**src/sv/wnma_pkg.sv**
```systemverilog
// ----------------------------------------------------------------------------
// wnma_pkg: shared types and constants of the wall neighbour mask autotiler
// Field widths, configuration register indexes, reset values and the bit
// positions of the neighbour mask.
// ----------------------------------------------------------------------------
package wnma_pkg;

  localparam int CODE_W        = 8;
  localparam int GRID_WIDTH_W  = 11;
  localparam int COORD_W       = 10;
  localparam int MASK_W        = 8;
  localparam int CFG_INDEX_W   = 8;
  localparam int CFG_DATA_W    = 11;

  // Configuration register indexes.
  typedef enum logic [CFG_INDEX_W-1:0] {
    REG_GRID_WIDTH    = 8'd0,
    REG_WALL_CODE     = 8'd1,
    REG_FLOOR_CODE    = 8'd2,
    REG_CORRIDOR_CODE = 8'd3
  } cfg_reg_t;

  localparam logic [GRID_WIDTH_W-1:0] GRID_WIDTH_RST    = 11'd64;
  localparam logic [CODE_W-1:0]       WALL_CODE_RST     = 8'd1;
  localparam logic [CODE_W-1:0]       FLOOR_CODE_RST    = 8'd2;
  localparam logic [CODE_W-1:0]       CORRIDOR_CODE_RST = 8'd3;

  // Bit positions in the neighbour mask.
  localparam int DIR_E  = 0;
  localparam int DIR_S  = 1;
  localparam int DIR_W  = 2;
  localparam int DIR_N  = 3;
  localparam int DIR_SE = 4;
  localparam int DIR_SW = 5;
  localparam int DIR_NW = 6;
  localparam int DIR_NE = 7;

  typedef struct packed {
    logic [GRID_WIDTH_W-1:0] grid_width;
    logic [CODE_W-1:0]       wall_code;
    logic [CODE_W-1:0]       floor_code;
    logic [CODE_W-1:0]       corridor_code;
  } cfg_regs_t;

  // Classification of one cell.
  typedef struct packed {
    logic wall;
    logic walk;
  } cell_bits_t;

  // One line store word: walkable bit of row r-2 and both bits of row r-1.
  typedef struct packed {
    logic       upper_walk;
    cell_bits_t centre;
  } store_word_t;

  // The column that enters the window with an item.
  typedef struct packed {
    logic       upper_walk;
    cell_bits_t centre;
    logic       lower_walk;
  } win_col_t;

endpackage

```
**src/sv/wnma_if.sv**
```systemverilog
// ----------------------------------------------------------------------------
// wnma_if: channel interfaces of the wall neighbour mask autotiler
// Cell input stream, mask result stream and configuration write channel.
// ----------------------------------------------------------------------------
interface wnma_cell_if;
  logic                        valid;
  logic                        ready;
  logic [wnma_pkg::CODE_W-1:0] cell_code;
  logic                        frame_start;
  logic                        flush_item;

  modport source (output valid, cell_code, frame_start, flush_item, input ready);
  modport sink (input valid, cell_code, frame_start, flush_item, output ready);
endinterface

interface wnma_mask_if;
  logic                         valid;
  logic                         ready;
  logic [wnma_pkg::MASK_W-1:0]  neighbour_mask;
  logic                         centre_is_wall;
  logic [wnma_pkg::COORD_W-1:0] cell_col;
  logic [wnma_pkg::COORD_W-1:0] cell_row;

  modport source (output valid, neighbour_mask, centre_is_wall, cell_col, cell_row,
                  input ready);
  modport sink (input valid, neighbour_mask, centre_is_wall, cell_col, cell_row,
                output ready);
endinterface

interface wnma_cfg_if;
  logic                             valid;
  logic                             ready;
  logic [wnma_pkg::CFG_INDEX_W-1:0] index;
  logic [wnma_pkg::CFG_DATA_W-1:0]  data;

  modport source (output valid, index, data, input ready);
  modport sink (input valid, index, data, output ready);
endinterface

```
**src/sv/wnma_cfg_regs.sv**
```systemverilog
// ----------------------------------------------------------------------------
// wnma_cfg_regs: configuration register file
// Holds grid width and the three cell codes; written by index.
// ----------------------------------------------------------------------------
module wnma_cfg_regs (
  input  logic                             clk,
  input  logic                             rst,
  input  logic                             we,
  input  logic [wnma_pkg::CFG_INDEX_W-1:0] index,
  input  logic [wnma_pkg::CFG_DATA_W-1:0]  data,
  output wnma_pkg::cfg_regs_t              regs
);

  always_ff @(posedge clk) begin
    if (rst) begin
      regs.grid_width    <= wnma_pkg::GRID_WIDTH_RST;
      regs.wall_code     <= wnma_pkg::WALL_CODE_RST;
      regs.floor_code    <= wnma_pkg::FLOOR_CODE_RST;
      regs.corridor_code <= wnma_pkg::CORRIDOR_CODE_RST;
    end else if (we) begin
      case (index)
        wnma_pkg::REG_GRID_WIDTH: begin
          regs.grid_width <= data[wnma_pkg::GRID_WIDTH_W-1:0];
        end
        wnma_pkg::REG_WALL_CODE: begin
          regs.wall_code <= data[wnma_pkg::CODE_W-1:0];
        end
        wnma_pkg::REG_FLOOR_CODE: begin
          regs.floor_code <= data[wnma_pkg::CODE_W-1:0];
        end
        wnma_pkg::REG_CORRIDOR_CODE: begin
          regs.corridor_code <= data[wnma_pkg::CODE_W-1:0];
        end
        default: begin
        end
      endcase
    end
  end

endmodule

```
**src/sv/wnma_scan_ctr.sv**
```systemverilog
// ----------------------------------------------------------------------------
// wnma_scan_ctr: raster position counters
// Gives the column and row of the item being accepted and advances on accept.
// ----------------------------------------------------------------------------
module wnma_scan_ctr #(
  parameter int MAX_WIDTH  = 1024,
  parameter int MAX_HEIGHT = 1024
) (
  input  logic                              clk,
  input  logic                              rst,
  input  logic                              accept,
  input  logic                              frame_start,
  input  logic [wnma_pkg::GRID_WIDTH_W-1:0] grid_width,
  output logic [$clog2(MAX_WIDTH)-1:0]      col,
  output logic [$clog2(MAX_HEIGHT+2)-1:0]   row,
  output logic [$clog2(MAX_WIDTH)-1:0]      last_col
);

  localparam int CW = $clog2(MAX_WIDTH);
  localparam int RW = $clog2(MAX_HEIGHT + 2);
  localparam int WW = CW + 1;
  localparam int GW = wnma_pkg::GRID_WIDTH_W;
  localparam int EW = (WW > GW) ? WW : GW;

  logic [CW-1:0] column, column_next;
  logic [RW-1:0] row_cnt, row_cnt_next;
  logic [EW-1:0] gw_ext, width_eff;
  logic [CW-1:0] col_base;
  logic [RW-1:0] row_base;

  function automatic logic [RW-1:0] row_inc(input logic [RW-1:0] v);
    return (v < RW'(MAX_HEIGHT + 1)) ? v + RW'(1) : v;
  endfunction

  // Width 0 behaves as 1 and anything past the store depth as the depth.
  always_comb begin
    gw_ext = EW'(grid_width);
    if (gw_ext == '0) begin
      width_eff = EW'(1);
    end else if (gw_ext > EW'(MAX_WIDTH)) begin
      width_eff = EW'(MAX_WIDTH);
    end else begin
      width_eff = gw_ext;
    end
  end

  assign last_col = CW'(width_eff - EW'(1));

  always_comb begin
    col_base = frame_start ? '0 : column;
    row_base = frame_start ? '0 : row_cnt;
    // A width that shrank under the current column starts a new row.
    if (EW'(col_base) >= width_eff) begin
      col = '0;
      row = row_inc(row_base);
    end else begin
      col = col_base;
      row = row_base;
    end
    if (EW'(col) + EW'(1) >= width_eff) begin
      column_next  = '0;
      row_cnt_next = row_inc(row);
    end else begin
      column_next  = col + CW'(1);
      row_cnt_next = row;
    end
  end

  always_ff @(posedge clk) begin
    if (rst) begin
      column  <= '0;
      row_cnt <= '0;
    end else if (accept) begin
      column  <= column_next;
      row_cnt <= row_cnt_next;
    end
  end

endmodule

```
**src/sv/wnma_line_store.sv**
```systemverilog
// ----------------------------------------------------------------------------
// wnma_line_store: line store of the two rows above the incoming cell
// One write port and one registered read port, with a bypass when the read
// hits the entry written on the same edge.
// ----------------------------------------------------------------------------
module wnma_line_store #(
  parameter int MAX_WIDTH = 1024
) (
  input  logic                         clk,
  input  logic                         rd_en,
  input  logic [$clog2(MAX_WIDTH)-1:0] rd_addr,
  output wnma_pkg::store_word_t        rd_q,
  input  logic                         wr_en,
  input  logic [$clog2(MAX_WIDTH)-1:0] wr_addr,
  input  wnma_pkg::store_word_t        wr_data
);

  wnma_pkg::store_word_t mem [MAX_WIDTH];

  always_ff @(posedge clk) begin
    if (wr_en) begin
      mem[wr_addr] <= wr_data;
    end
  end

  always_ff @(posedge clk) begin
    if (rd_en) begin
      if (wr_en && (wr_addr == rd_addr)) begin
        rd_q <= wr_data;
      end else begin
        rd_q <= mem[rd_addr];
      end
    end
  end

endmodule

```
**src/sv/wnma_mask_gen.sv**
```systemverilog
// ----------------------------------------------------------------------------
// wnma_mask_gen: neighbour window and result register
// Keeps the west and centre columns of the 3x3 window, builds the mask of
// the centre cell and holds the result until the receiver takes it.
// ----------------------------------------------------------------------------
module wnma_mask_gen #(
  parameter int MAX_WIDTH  = 1024,
  parameter int MAX_HEIGHT = 1024
) (
  input  logic                            clk,
  input  logic                            rst,
  input  logic                            fire,
  input  logic [$clog2(MAX_WIDTH)-1:0]    col,
  input  logic [$clog2(MAX_HEIGHT+2)-1:0] row,
  input  logic [$clog2(MAX_WIDTH)-1:0]    last_col,
  input  wnma_pkg::win_col_t              new_col,
  output logic                            emit,
  wnma_mask_if.source                     mask_stream
);

  localparam int CW  = $clog2(MAX_WIDTH);
  localparam int RW  = $clog2(MAX_HEIGHT + 2);
  localparam int CRW = (CW > RW) ? CW : RW;
  localparam int PW  = (CRW > wnma_pkg::COORD_W) ? CRW : wnma_pkg::COORD_W;

  // Index 0 is the north row, 1 the centre row, 2 the south row.
  logic [2:0] west_walk;
  logic [2:0] centre_walk;
  logic       centre_wall;
  logic [2:0] east_walk;
  logic       col_zero;
  logic [wnma_pkg::MASK_W-1:0] mask;
  logic [PW-1:0] col_out, row_out;

  assign col_zero = (col == '0);

  // At column 0 the window centre is the last cell of the row two above,
  // and its east side lies outside the grid.
  assign emit      = col_zero ? (row >= RW'(2)) : (row >= RW'(1));
  assign east_walk = col_zero ? 3'b000
                              : {new_col.lower_walk, new_col.centre.walk,
                                 new_col.upper_walk};

  always_comb begin
    mask = '0;
    if (centre_wall) begin
      mask[wnma_pkg::DIR_E]  = east_walk[1];
      mask[wnma_pkg::DIR_S]  = centre_walk[2];
      mask[wnma_pkg::DIR_W]  = west_walk[1];
      mask[wnma_pkg::DIR_N]  = centre_walk[0];
      mask[wnma_pkg::DIR_SE] = east_walk[2];
      mask[wnma_pkg::DIR_SW] = west_walk[2];
      mask[wnma_pkg::DIR_NW] = west_walk[0];
      mask[wnma_pkg::DIR_NE] = east_walk[0];
    end
    col_out = col_zero ? PW'(last_col) : PW'(col) - PW'(1);
    row_out = col_zero ? PW'(row) - PW'(2) : PW'(row) - PW'(1);
  end

  always_ff @(posedge clk) begin
    if (rst) begin
      west_walk   <= '0;
      centre_walk <= '0;
      centre_wall <= 1'b0;
    end else if (fire) begin
      west_walk   <= col_zero ? 3'b000 : centre_walk;
      centre_walk <= {new_col.lower_walk, new_col.centre.walk, new_col.upper_walk};
      centre_wall <= new_col.centre.wall;
    end
  end

  always_ff @(posedge clk) begin
    if (rst) begin
      mask_stream.valid <= 1'b0;
    end else begin
      mask_stream.valid <= (mask_stream.valid && !mask_stream.ready) || (fire && emit);
    end
  end

  always_ff @(posedge clk) begin
    if (fire && emit) begin
      mask_stream.neighbour_mask <= mask;
      mask_stream.centre_is_wall <= centre_wall;
      mask_stream.cell_col       <= col_out[wnma_pkg::COORD_W-1:0];
      mask_stream.cell_row       <= row_out[wnma_pkg::COORD_W-1:0];
    end
  end

endmodule

```
**src/sv/wall_neighbour_mask_autotile.sv**
```systemverilog
// ----------------------------------------------------------------------------
// wall_neighbour_mask_autotile: eight-neighbour wall mask over a cell stream
// Classifies raster cells and reports for each cell whether it is a wall and,
// for a wall cell, which of its eight neighbours are walkable.
// ----------------------------------------------------------------------------
// Usage. Cell codes enter on cell_stream in raster order, one item per cycle
// at full rate; frame_start marks cell (0,0) of a new grid. The mask of centre
// (c-1, r-1) is produced by the item for cell (c, r), and the last cell of
// row r-2 by the item for cell (0, r), so after the last row the host sends
// one full row of flush items plus one more. Items in row 0 and the item at
// column 0 of row 1 produce no result. Configuration is written on cfg, only
// while idle, a host rule the block does not enforce; cfg is always ready.
// Flow and rate: an item is accepted into a read stage that addresses the
// line store, and when that stage fires it updates the window, writes the
// store back and loads the result register. One item per cycle is sustained
// while the receiver takes results; the single read and write port of the
// line store is used once per item.
// Reset clears the counters, the window and mask_stream.valid and loads the
// configuration reset values; the line store is not cleared, since rows above
// the grid are masked by the row count. When the receiver stalls, the result
// register holds, and one more item is still taken into the read stage.
// ----------------------------------------------------------------------------
module wall_neighbour_mask_autotile #(
  parameter int MAX_WIDTH  = 1024,
  parameter int MAX_HEIGHT = 1024
) (
  input logic         clk,
  input logic         rst,
  wnma_cell_if.sink   cell_stream,
  wnma_mask_if.source mask_stream,
  wnma_cfg_if.sink    cfg
);

  localparam int CW = $clog2(MAX_WIDTH);
  localparam int RW = $clog2(MAX_HEIGHT + 2);

  wnma_pkg::cfg_regs_t   regs;
  wnma_pkg::cell_bits_t  in_bits;
  wnma_pkg::store_word_t rd_q, wr_word;
  wnma_pkg::win_col_t    new_col;

  logic          accept;
  logic [CW-1:0] scan_col, scan_last;
  logic [RW-1:0] scan_row;

  // Read stage: the item whose line store read is in flight.
  logic                 s1_valid;
  logic [CW-1:0]        s1_col;
  logic [RW-1:0]        s1_row;
  logic [CW-1:0]        s1_last;
  wnma_pkg::cell_bits_t s1_cell;
  logic                 s1_fire;
  logic                 emit;

  assign cfg.ready = 1'b1;

  wnma_cfg_regs u_cfg_regs (
    .clk   (clk),
    .rst   (rst),
    .we    (cfg.valid && cfg.ready),
    .index (cfg.index),
    .data  (cfg.data),
    .regs  (regs)
  );

  // The read stage moves on unless it holds a result the output cannot take.
  assign s1_fire           = s1_valid &&
                             (!emit || !mask_stream.valid || mask_stream.ready);
  assign cell_stream.ready = !s1_valid || s1_fire;
  assign accept            = cell_stream.valid && cell_stream.ready;

  // Flush items are neither walkable nor wall.
  assign in_bits.walk = !cell_stream.flush_item &&
                        ((cell_stream.cell_code == regs.floor_code) ||
                         (cell_stream.cell_code == regs.corridor_code));
  assign in_bits.wall = !cell_stream.flush_item &&
                        (cell_stream.cell_code == regs.wall_code);

  wnma_scan_ctr #(
    .MAX_WIDTH  (MAX_WIDTH),
    .MAX_HEIGHT (MAX_HEIGHT)
  ) u_scan_ctr (
    .clk         (clk),
    .rst         (rst),
    .accept      (accept),
    .frame_start (cell_stream.frame_start),
    .grid_width  (regs.grid_width),
    .col         (scan_col),
    .row         (scan_row),
    .last_col    (scan_last)
  );

  always_ff @(posedge clk) begin
    if (rst) begin
      s1_valid <= 1'b0;
    end else if (cell_stream.ready) begin
      s1_valid <= cell_stream.valid;
    end
  end

  always_ff @(posedge clk) begin
    if (accept) begin
      s1_col  <= scan_col;
      s1_row  <= scan_row;
      s1_last <= scan_last;
      s1_cell <= in_bits;
    end
  end

  // Store entries of rows above the grid are ignored and read as not walkable.
  always_comb begin
    new_col.upper_walk = (s1_row >= RW'(2)) ? rd_q.upper_walk : 1'b0;
    new_col.centre     = (s1_row >= RW'(1)) ? rd_q.centre : '0;
    new_col.lower_walk = s1_cell.walk;
    wr_word.upper_walk = new_col.centre.walk;
    wr_word.centre     = s1_cell;
  end

  wnma_line_store #(
    .MAX_WIDTH (MAX_WIDTH)
  ) u_line_store (
    .clk     (clk),
    .rd_en   (accept),
    .rd_addr (scan_col),
    .rd_q    (rd_q),
    .wr_en   (s1_fire),
    .wr_addr (s1_col),
    .wr_data (wr_word)
  );

  wnma_mask_gen #(
    .MAX_WIDTH  (MAX_WIDTH),
    .MAX_HEIGHT (MAX_HEIGHT)
  ) u_mask_gen (
    .clk         (clk),
    .rst         (rst),
    .fire        (s1_fire),
    .col         (s1_col),
    .row         (s1_row),
    .last_col    (s1_last),
    .new_col     (new_col),
    .emit        (emit),
    .mask_stream (mask_stream)
  );

  // A read that meets a write to the same entry returns the written word.
  assert property (@(posedge clk) disable iff (rst)
    accept && s1_fire && (s1_col == scan_col) |=> rd_q == $past(wr_word))
    else $error("line store bypass lost a same-entry write");

  // A stalled read stage keeps its item.
  assert property (@(posedge clk) disable iff (rst)
    s1_valid && !s1_fire |=> s1_valid && $stable(s1_col) && $stable(s1_row))
    else $error("read stage item changed while stalled");

  // The first cell of a grid never produces a result.
  assert property (@(posedge clk) disable iff (rst)
    accept && cell_stream.frame_start |=> !emit)
    else $error("frame start cell produced a result");

  // A result is only loaded when the output register is free or being taken.
  assert property (@(posedge clk) disable iff (rst)
    s1_fire && emit |-> !mask_stream.valid || mask_stream.ready)
    else $error("result register overwritten");

endmodule
```
**src/flat_wrapper.sv**
```systemverilog
// flat-port wrapper written by rule: the top's interface ports become plain ports
module wall_neighbour_mask_autotile_flat 
#(
  parameter int MAX_WIDTH  = 1024,
  parameter int MAX_HEIGHT = 1024
)
  (clk, rst, cell_stream_valid, cell_stream_cell_code, cell_stream_frame_start, cell_stream_flush_item, cell_stream_ready, mask_stream_valid, mask_stream_neighbour_mask, mask_stream_centre_is_wall, mask_stream_cell_col, mask_stream_cell_row, mask_stream_ready, cfg_valid, cfg_index, cfg_data, cfg_ready);
  wnma_cell_if cell_stream_i ();
  wnma_mask_if mask_stream_i ();
  wnma_cfg_if cfg_i ();
  input logic clk;
  input logic rst;
  input wire logic [$bits(cell_stream_i.valid)-1:0] cell_stream_valid;
  input wire logic [$bits(cell_stream_i.cell_code)-1:0] cell_stream_cell_code;
  input wire logic [$bits(cell_stream_i.frame_start)-1:0] cell_stream_frame_start;
  input wire logic [$bits(cell_stream_i.flush_item)-1:0] cell_stream_flush_item;
  output wire logic [$bits(cell_stream_i.ready)-1:0] cell_stream_ready;
  output wire logic [$bits(mask_stream_i.valid)-1:0] mask_stream_valid;
  output wire logic [$bits(mask_stream_i.neighbour_mask)-1:0] mask_stream_neighbour_mask;
  output wire logic [$bits(mask_stream_i.centre_is_wall)-1:0] mask_stream_centre_is_wall;
  output wire logic [$bits(mask_stream_i.cell_col)-1:0] mask_stream_cell_col;
  output wire logic [$bits(mask_stream_i.cell_row)-1:0] mask_stream_cell_row;
  input wire logic [$bits(mask_stream_i.ready)-1:0] mask_stream_ready;
  input wire logic [$bits(cfg_i.valid)-1:0] cfg_valid;
  input wire logic [$bits(cfg_i.index)-1:0] cfg_index;
  input wire logic [$bits(cfg_i.data)-1:0] cfg_data;
  output wire logic [$bits(cfg_i.ready)-1:0] cfg_ready;
  assign cell_stream_i.valid = cell_stream_valid;
  assign cell_stream_i.cell_code = cell_stream_cell_code;
  assign cell_stream_i.frame_start = cell_stream_frame_start;
  assign cell_stream_i.flush_item = cell_stream_flush_item;
  assign cell_stream_ready = cell_stream_i.ready;
  assign mask_stream_valid = mask_stream_i.valid;
  assign mask_stream_neighbour_mask = mask_stream_i.neighbour_mask;
  assign mask_stream_centre_is_wall = mask_stream_i.centre_is_wall;
  assign mask_stream_cell_col = mask_stream_i.cell_col;
  assign mask_stream_cell_row = mask_stream_i.cell_row;
  assign mask_stream_i.ready = mask_stream_ready;
  assign cfg_i.valid = cfg_valid;
  assign cfg_i.index = cfg_index;
  assign cfg_i.data = cfg_data;
  assign cfg_ready = cfg_i.ready;
  wall_neighbour_mask_autotile #(.MAX_WIDTH(MAX_WIDTH), .MAX_HEIGHT(MAX_HEIGHT)) u_core (.clk(clk), .rst(rst), .cell_stream(cell_stream_i), .mask_stream(mask_stream_i), .cfg(cfg_i));
endmodule
```
**config.mk**
```make
export PLATFORM = sky130hd
export DESIGN_NAME = wall_neighbour_mask_autotile_flat
export DESIGN_NICKNAME = d
export VERILOG_FILES = /design/src/sv/wnma_pkg.sv /design/src/sv/wnma_if.sv /design/src/sv/wnma_cfg_regs.sv /design/src/sv/wnma_scan_ctr.sv /design/src/sv/wnma_line_store.sv /design/src/sv/wnma_mask_gen.sv /design/src/sv/wall_neighbour_mask_autotile.sv /design/src/flat_wrapper.sv
export SDC_FILE = /design/constraint.sdc
export NUM_CORES = 2
export LEC_CHECK = 0
export ABC_AREA = 1
export ABC_CLOCK_PERIOD_IN_PS = 55800
export BUFFER_PORTS_ARGS = -buffer_cell sky130_fd_sc_hd__buf_2
export CORE_MARGIN = 2
export CORE_UTILIZATION = 32
export CTS_CLUSTER_DIAMETER = 50
export CTS_CLUSTER_SIZE = 20
export DETAILED_ROUTE_END_ITERATION = 6
export SLEW_MARGIN = 10
export SYNTH_ARGS = -nofsm -noshare
export SYNTH_HDL_FRONTEND = slang
export SYNTH_SLANG_ARGS = --single-unit
```
**constraint.sdc**
```tcl
create_clock -name clk -period 55.8 [get_ports clk]
set_clock_uncertainty 0.1 [all_clocks]
set_input_delay 5.58 -clock clk [delete_from_list [all_inputs] [get_ports clk]]
set_output_delay 5.58 -clock clk [all_outputs]
set_load 0.01 [all_outputs]
```
## Word-level counts from Yosys, hierarchy flattened

Memory sizes are Yosys's and may differ from the RTL's. A register that Yosys moved wholly into a read port is not among the register bits.
Index checks and enable logic that the tools add are counted.

- $lt $le $gt $ge: 7
- Multiply operators: 0
- Bitwise logic cells: 1
- Add/sub/neg operators: 8
- Div/mod/pow operators: 0
- Shift operators: 0
- Reduce and logical (&&, ||, !) cells: 24
- Muxes and demuxes: 18
- Equal/unequal tests: 6

Operators by type and width:

| kind | number |
|---|---|
| 11-bit 2-to-1 mux | 7 |
| 10-bit 2-to-1 mux | 5 |
| 10-bit by 1-bit subtractor with 10-bit output (second input constant) | 3 |
| 8-bit equality test | 3 |
| 11-bit by 1-bit adder with 11-bit output (second input constant) | 2 |
| 11-bit < comparator (second input constant) | 2 |
| 8-bit by 2-bit equality test with 1-bit output (second input constant) | 2 |
| 10-bit by 1-bit adder with 11-bit output (second input constant) | 1 |
| 10-bit by 11-bit >= comparator with 1-bit output | 1 |
| 11-bit by 1-bit >= comparator with 1-bit output (second input constant) | 1 |
| 11-bit >= comparator | 1 |
| 11-bit by 2-bit >= comparator with 1-bit output (second input constant) | 1 |
| 11-bit greater-than comparator (second input constant) | 1 |
| 11-bit logical NOT | 1 |
| 10-bit by 1-bit adder with 10-bit output (second input constant) | 1 |
| 10-bit logical NOT | 1 |
| 10-bit by 2-bit subtractor with 10-bit output (second input constant) | 1 |
| 8-bit by 1-bit equality test with 1-bit output (second input constant) | 1 |
| 8-bit logical NOT | 1 |
| 2-bit AND reduction | 4 |
| 1-bit logical AND | 6 |
| 1-bit logical NOT | 5 |
| 1-bit logical OR | 5 |
| 1-bit 2-to-1 mux | 4 |
| other kinds (4) | 4 |

- Memories kept: 1
- Output and inout bits: 32
- Logic and storage cells: 86
- Latch bits: 0
- Input port bits: 34
- RAM bits: 3072
- Flip-flop bits (word level): 127
- Bits in read-only memories: 0

Memories:

| name | depth | width | read ports | clocked after memory_dff | wr ports | line | RTL |
|---|---|---|---|---|---|---|---|
| u_core.u_line_store.mem | 1024 | 3 | 1 | 1 | 1 | wnma_line_store.sv:18 | `wnma_pkg::store_word_t mem [MAX_WIDTH];` |

## Depth between registers and ports, before layout

- Depth in word-level cells: 8
- Mapped depth: 40
- Mapped depth without buffers: 38

## Cells and area by module

Synthesis repeated with hierarchy kept, for this count alone.

- Cells, all modules: 12394
- Area, all modules: 135864.1 um2

By module, submodules not included:

| module | times used | area an instance (um2) | cells an instance | sequential area each (um2) |
|---|---|---|---|---|
| wnma_line_store | 1 | 127835.1 | 11309 | 92338.6 |
| wnma_scan_ctr | 1 | 2950.3 | 513 | 420.4 |
| wnma_mask_gen | 1 | 2048.2 | 222 | 1031.0 |
| wnma_cfg_regs | 1 | 1556.5 | 216 | 700.7 |
| wall_neighbour_mask_autotile | 1 | 1473.9 | 134 | 1011.0 |

## Worst setup path after synthesis

No wires, ideal clock.

- Path kind: reg-to-reg
- From: register u_core.s1_row[1]
- To: memory u_core.u_line_store.mem[0][2] (netlist bit), data pin
- Stages on the path, launching flop included: 6
- Slack: 26.150 ns
- Data arrival time: 24.580 ns
- Buffers on the path: 0
- Data required time: 50.730 ns
- Clock period less this slack: 29.650 ns
- Library setup time: 4.970 ns
- Cells stage by stage: edfxtp_1 > inv_1 > ha_1 > a21boi_0 > and3_1 > nor2_1

RTL lines:

| element | line | RTL |
|---|---|---|
| start, declared | wall_neighbour_mask_autotile.sv:49 | `logic [RW-1:0] s1_row;` |
| start signal, assigned | wall_neighbour_mask_autotile.sv:104 | `s1_row <= scan_row;` |
| end, declared | wnma_line_store.sv:18 |  |

## Worst setup path after layout

- From: input port cell_stream_frame_start
- To: register u_core.u_line_store.rd_q[2] (netlist name)

- Longest elaborated chain between the ends: 3

Ends and longest elaborated chain:

| element | line | RTL |
|---|---|---|
| start, declared | flat_wrapper.sv:15 | `input wire logic [$bits(cell_stream_i.frame_start)-1:0] cell_stream_frame_start;` |
| 10-bit 2-to-1 mux (*) | wnma_scan_ctr.sv:50 | `col_base = frame_start ? '0 : column;` |
| 10-bit by 11-bit >= comparator with 1-bit output | wnma_scan_ctr.sv:53 | `if (EW'(col_base) >= width_eff) begin` |
| 10-bit 2-to-1 mux (*) | wnma_scan_ctr.sv:53 |  |

Every way passes the cells marked *; elsewhere a longest branch is shown, timed or not.
A chain may end at the register's enable or synchronous reset.

==> flow_summary.json <==
{
  "layout_common_cells": "edfxtp_1, nand2_1, nand3_1",
  "grtUsageTotal_pct": 17.6,
  "slew_headroom_pct": 17.9,
  "layout_commonest_cell": "edfxtp_1",
  "drt_iter0_drc": 10500,
  "synth_edf_count": 3137,
  "num_vias": 97500,
  "rows": 244,
  "combPwrFrac_pct": 3.6,
  "cts_root_buf": "clkbuf_16",
  "finalSetupTns_ps": 0,
  "dr.pass1.iters": 7,
  "avgSynthCellArea_um2": 10.5,
  "netlist_instances": 13600,
  "slew_viol_final": 0,
  "wirelength_um": 409000,
  "p_per_area_nw_per_um2": 33.2,
  "place_congestion": 0.838,
  "synth_top_area_share_pct": 66.4,
  "clock.fmax_mhz": 83.6,
  "violations": "DRC",
  "nNetsFinal": 13400,
  "hpwl_um": 220000,
  "numCtsBuffers": 362,
  "ys_top_cells_by_area": "edfxtp_1, nand3_1, nand2_1",
  "p_seq_share_pct": 49.7,
  "layout_min_cycle_time_ps": 11970,
  "vdd_ir_drop_max_mv": 0.0247,
  "grt_max_degree": 196,
  "fin_util_pct": 36.3,
  "yosysWarnings": 0,
  "portBuffers": 64,
  "netlist_area_um2": 142000,
  "power.switching_mw": 1.24,
  "cts-resized-gates": 0,
  "ys_seq_elements": 3202,
  "min_path_type": "reg2reg",
  "synth_cell_type_count": 53,
  "grt_pass1_wl_um": 602000,
  "dp_slack_ps": 42940,
  "dieArea_um2": 449000,
  "cts_tree": "yes",
  "synth-main-ff-cell": "edfxtp_1",
  "grt_antenna_before_repair": 15,
  "switching_share_pct": 23.3,
  "setup.worst_path.class": "in2reg",
  "finalCritPeriodShare_pct": 21.4,
  "drive_above_1_share_pct": 7.39,
  "core_um2": 441000,
  "drv_cap": 0,
  "ios": 66,
  "die_x_um": 670,
  "leakage_nw": 60.7,
  "start_util_pct": 32.1,
  "grt_pass1_vias": 94200,
  "internal_power_mw": 4.08,
  "hold_violations": 0,
  "yosys.area.top_type": "edfxtp_1",
  "power_frac_clock_pct": 46.7,
  "cts_buffer_depth": 4,
  "critPathArrivalTime_ps": 12650,
  "finalSetupViolations": 0,
  "wl_per_cell_um": 20.9,
  "drc_errors": 1,
  "status": "complete, but fails checks",
  "ctsHoldBuffers": 0,
  "yosysSeqAreaShare_pct": 67.3,
  "end_kind": "flip-flop",
  "syn-num-nets": 13600,
  "vias_per_cell": 5.00,
  "async_flop_share_pct": 0,
  "setup_ws_ps": 43830,
  "path_max_fanout": 105,
  "clk_pin_slew_worst_paths_ps": 60,
  "tightest_slew_ps": 1220,
  "clock_sinks": 3202,
  "die_y_um": 670,
  "antenna_left": 0,
  "rsz0062_at_grt": "no",
  "crit_required_ps": 56480,
  "cp-start-kind": "input pin",
  "grt_overflow": 0,
  "postCtsSetupRepairBufs": 0,
  "area_delta_synth_final_pct": 12.9,
  "clkLatencyLatePin_ps": 960,
  "cts_max_level": 5
}
[critical path, stage by stage]
cell and delay, ps:
buf_2 240, nor2_4 550, inv_1 210, ha_1 340
nand2_1 50, nor2_1 100, nand3_1 100, nand2_2 120
nor2_4 70, nand2_8 560, buf_4 620, buf_4 780
buf_4 740, buf_4 630, nand3_1 150, nand3_1 120
nand3_1 130, nand3_1 110, nand3_1 170, a21oi_1 350
nor2_1 140, nand2_1 80, nand2_1 70, nor2_1 250
nor2_1 90, nor2_1 90
[cell families (layout without fill, tap and decap cells)]
| kind of cell | after synthesis | count (layout) | synth area share, % |
|---|---|---|---|
| xor gates and xnor gates | 50 | 50 | 0.319 |
| DFF | 3202 | 3202 | 67.3 |
| AOI/OAI and AO/OA | 686 | 686 | 3.30 |
| other | 1 | 8 | 0.00264 |
| adders and majority gates | 33 | 33 | 0.291 |
| and+or+nand+nor | 6918 | 6918 | 21.1 |
| buffers and inverters | 2685 | 2708 | 7.64 |
[flip-flops by register name, summed over array words and instances (netlist names)]
name	cells
u_core.u_mask_gen.mask_stream.valid	1
u_core.s1_col	10
u_core.u_line_store.mem	3072
u_core.u_cfg_regs.regs	35
u_core.s1_row	11
u_core.u_mask_gen.centre_wall	1
u_core.new_col	1
u_core.u_scan_ctr.row_cnt	11
u_core.s1_last	10
u_core.u_line_store.rd_q	3
u_core.s1_cell	1
u_core.u_mask_gen.mask_stream.cell_col	10
u_core.u_mask_gen.mask_stream.centre_is_wall	1
u_core.u_mask_gen.mask_stream.cell_row	10
u_core.u_mask_gen.mask_stream.neighbour_mask	8
u_core.u_mask_gen.centre_walk	3
u_core.s1_valid	1
u_core.u_mask_gen.west_walk	3
u_core.u_scan_ctr.column	10
[power by group through the flow]
stage          Combinational [mW]  Clock (mW)  Sequential (mW)
2_1_floorplan               0.115           0             2.74
3_3_place_gp                0.191           0             2.69
3_5_place_dp                0.191           0             2.69
4_1_cts                     0.191        2.51             2.64
5_1_grt                     0.210        2.61             2.64
6_report                    0.191        2.48             2.64
[cell type report]
class | instances | area (um^2)
diodes | 7 | 17.5
well taps | 5904 | 7390
inverters | 1769 | 6680
fillers | 43600 | 281000
flip-flops and latches | 3202 | 95500
multi-input cells | 7688 | 35900
clock buffers | 390 | 9210
repair buffers | 264 | 2080
clock inverters | 285 | 3440
[cells in the mapped netlist, types with 2 or more instances]
master	n
edfxtp_1	3137
or2_2	31
a31oi_1	2
buf_6	4
nor2_1	1254
clkbuf_1	311
o22ai_1	44
nand2_2	8
nand4_1	13
o21ai_0	91
nand2_1	2981
xnor2_1	15
nor3_1	19
or2_1	15
buf_2	530
clkinv_1	5
nand3_1	2382
dfxtp_1	65
nand2_4	5
a22oi_1	2
ha_1	33
o211ai_1	435
nand3b_1	186
inv_1	1753
a2111oi_0	2
xor2_1	33
inv_2	9
nor4_1	5
nor2_2	2
a21oi_1	75
o2111ai_1	3
o21bai_1	27
nor2_4	6
or2_0	4
buf_4	16
buf_1	55
[routing by layer]
metal	up-vias	global-route usage [%]	part of all wire [%]
met4	0	6.19	3.7
met3	697	2.22	7.4
met2	3752	29.8	48
met1	47800	23.1	41
li1	45200	-	-
met5	-	0	0
[metrics by stage]
stage	area, um^2	total power, mW	hold slack [ps]	std cells
4_1_cts	160000	5.35	369	19500
3_3_place_gp	148000	2.88	354	18800
2_1_floorplan	142000	2.85	345	13600
5_1_grt	160000	5.46	383	19500
6_report	160000	5.32	367	19500
3_5_place_dp	148000	2.88	361	18800
[worst paths after layout]
path	startpoint	end	slack [ps]	depth (start not counted)
worst max-delay path	cell_stream_frame_start	u_core.u_line_store.rd_q[2]$_DFFE_PP_	43830	26
worst min-delay path	u_core.u_scan_ctr.row_cnt[9]$_SDFFE_PP0P_	u_core.u_scan_ctr.row_cnt[9]$_SDFFE_PP0P_	370	2
worst max register to register	u_core.u_cfg_regs.regs[25]$_SDFFE_PP0P_	u_core.u_line_store.rd_q[2]$_DFFE_PP_	47890	29
worst min register to register	u_core.u_scan_ctr.row_cnt[9]$_SDFFE_PP0P_	u_core.u_scan_ctr.row_cnt[9]$_SDFFE_PP0P_	370	2
Power figures use the tool's default switching activity.
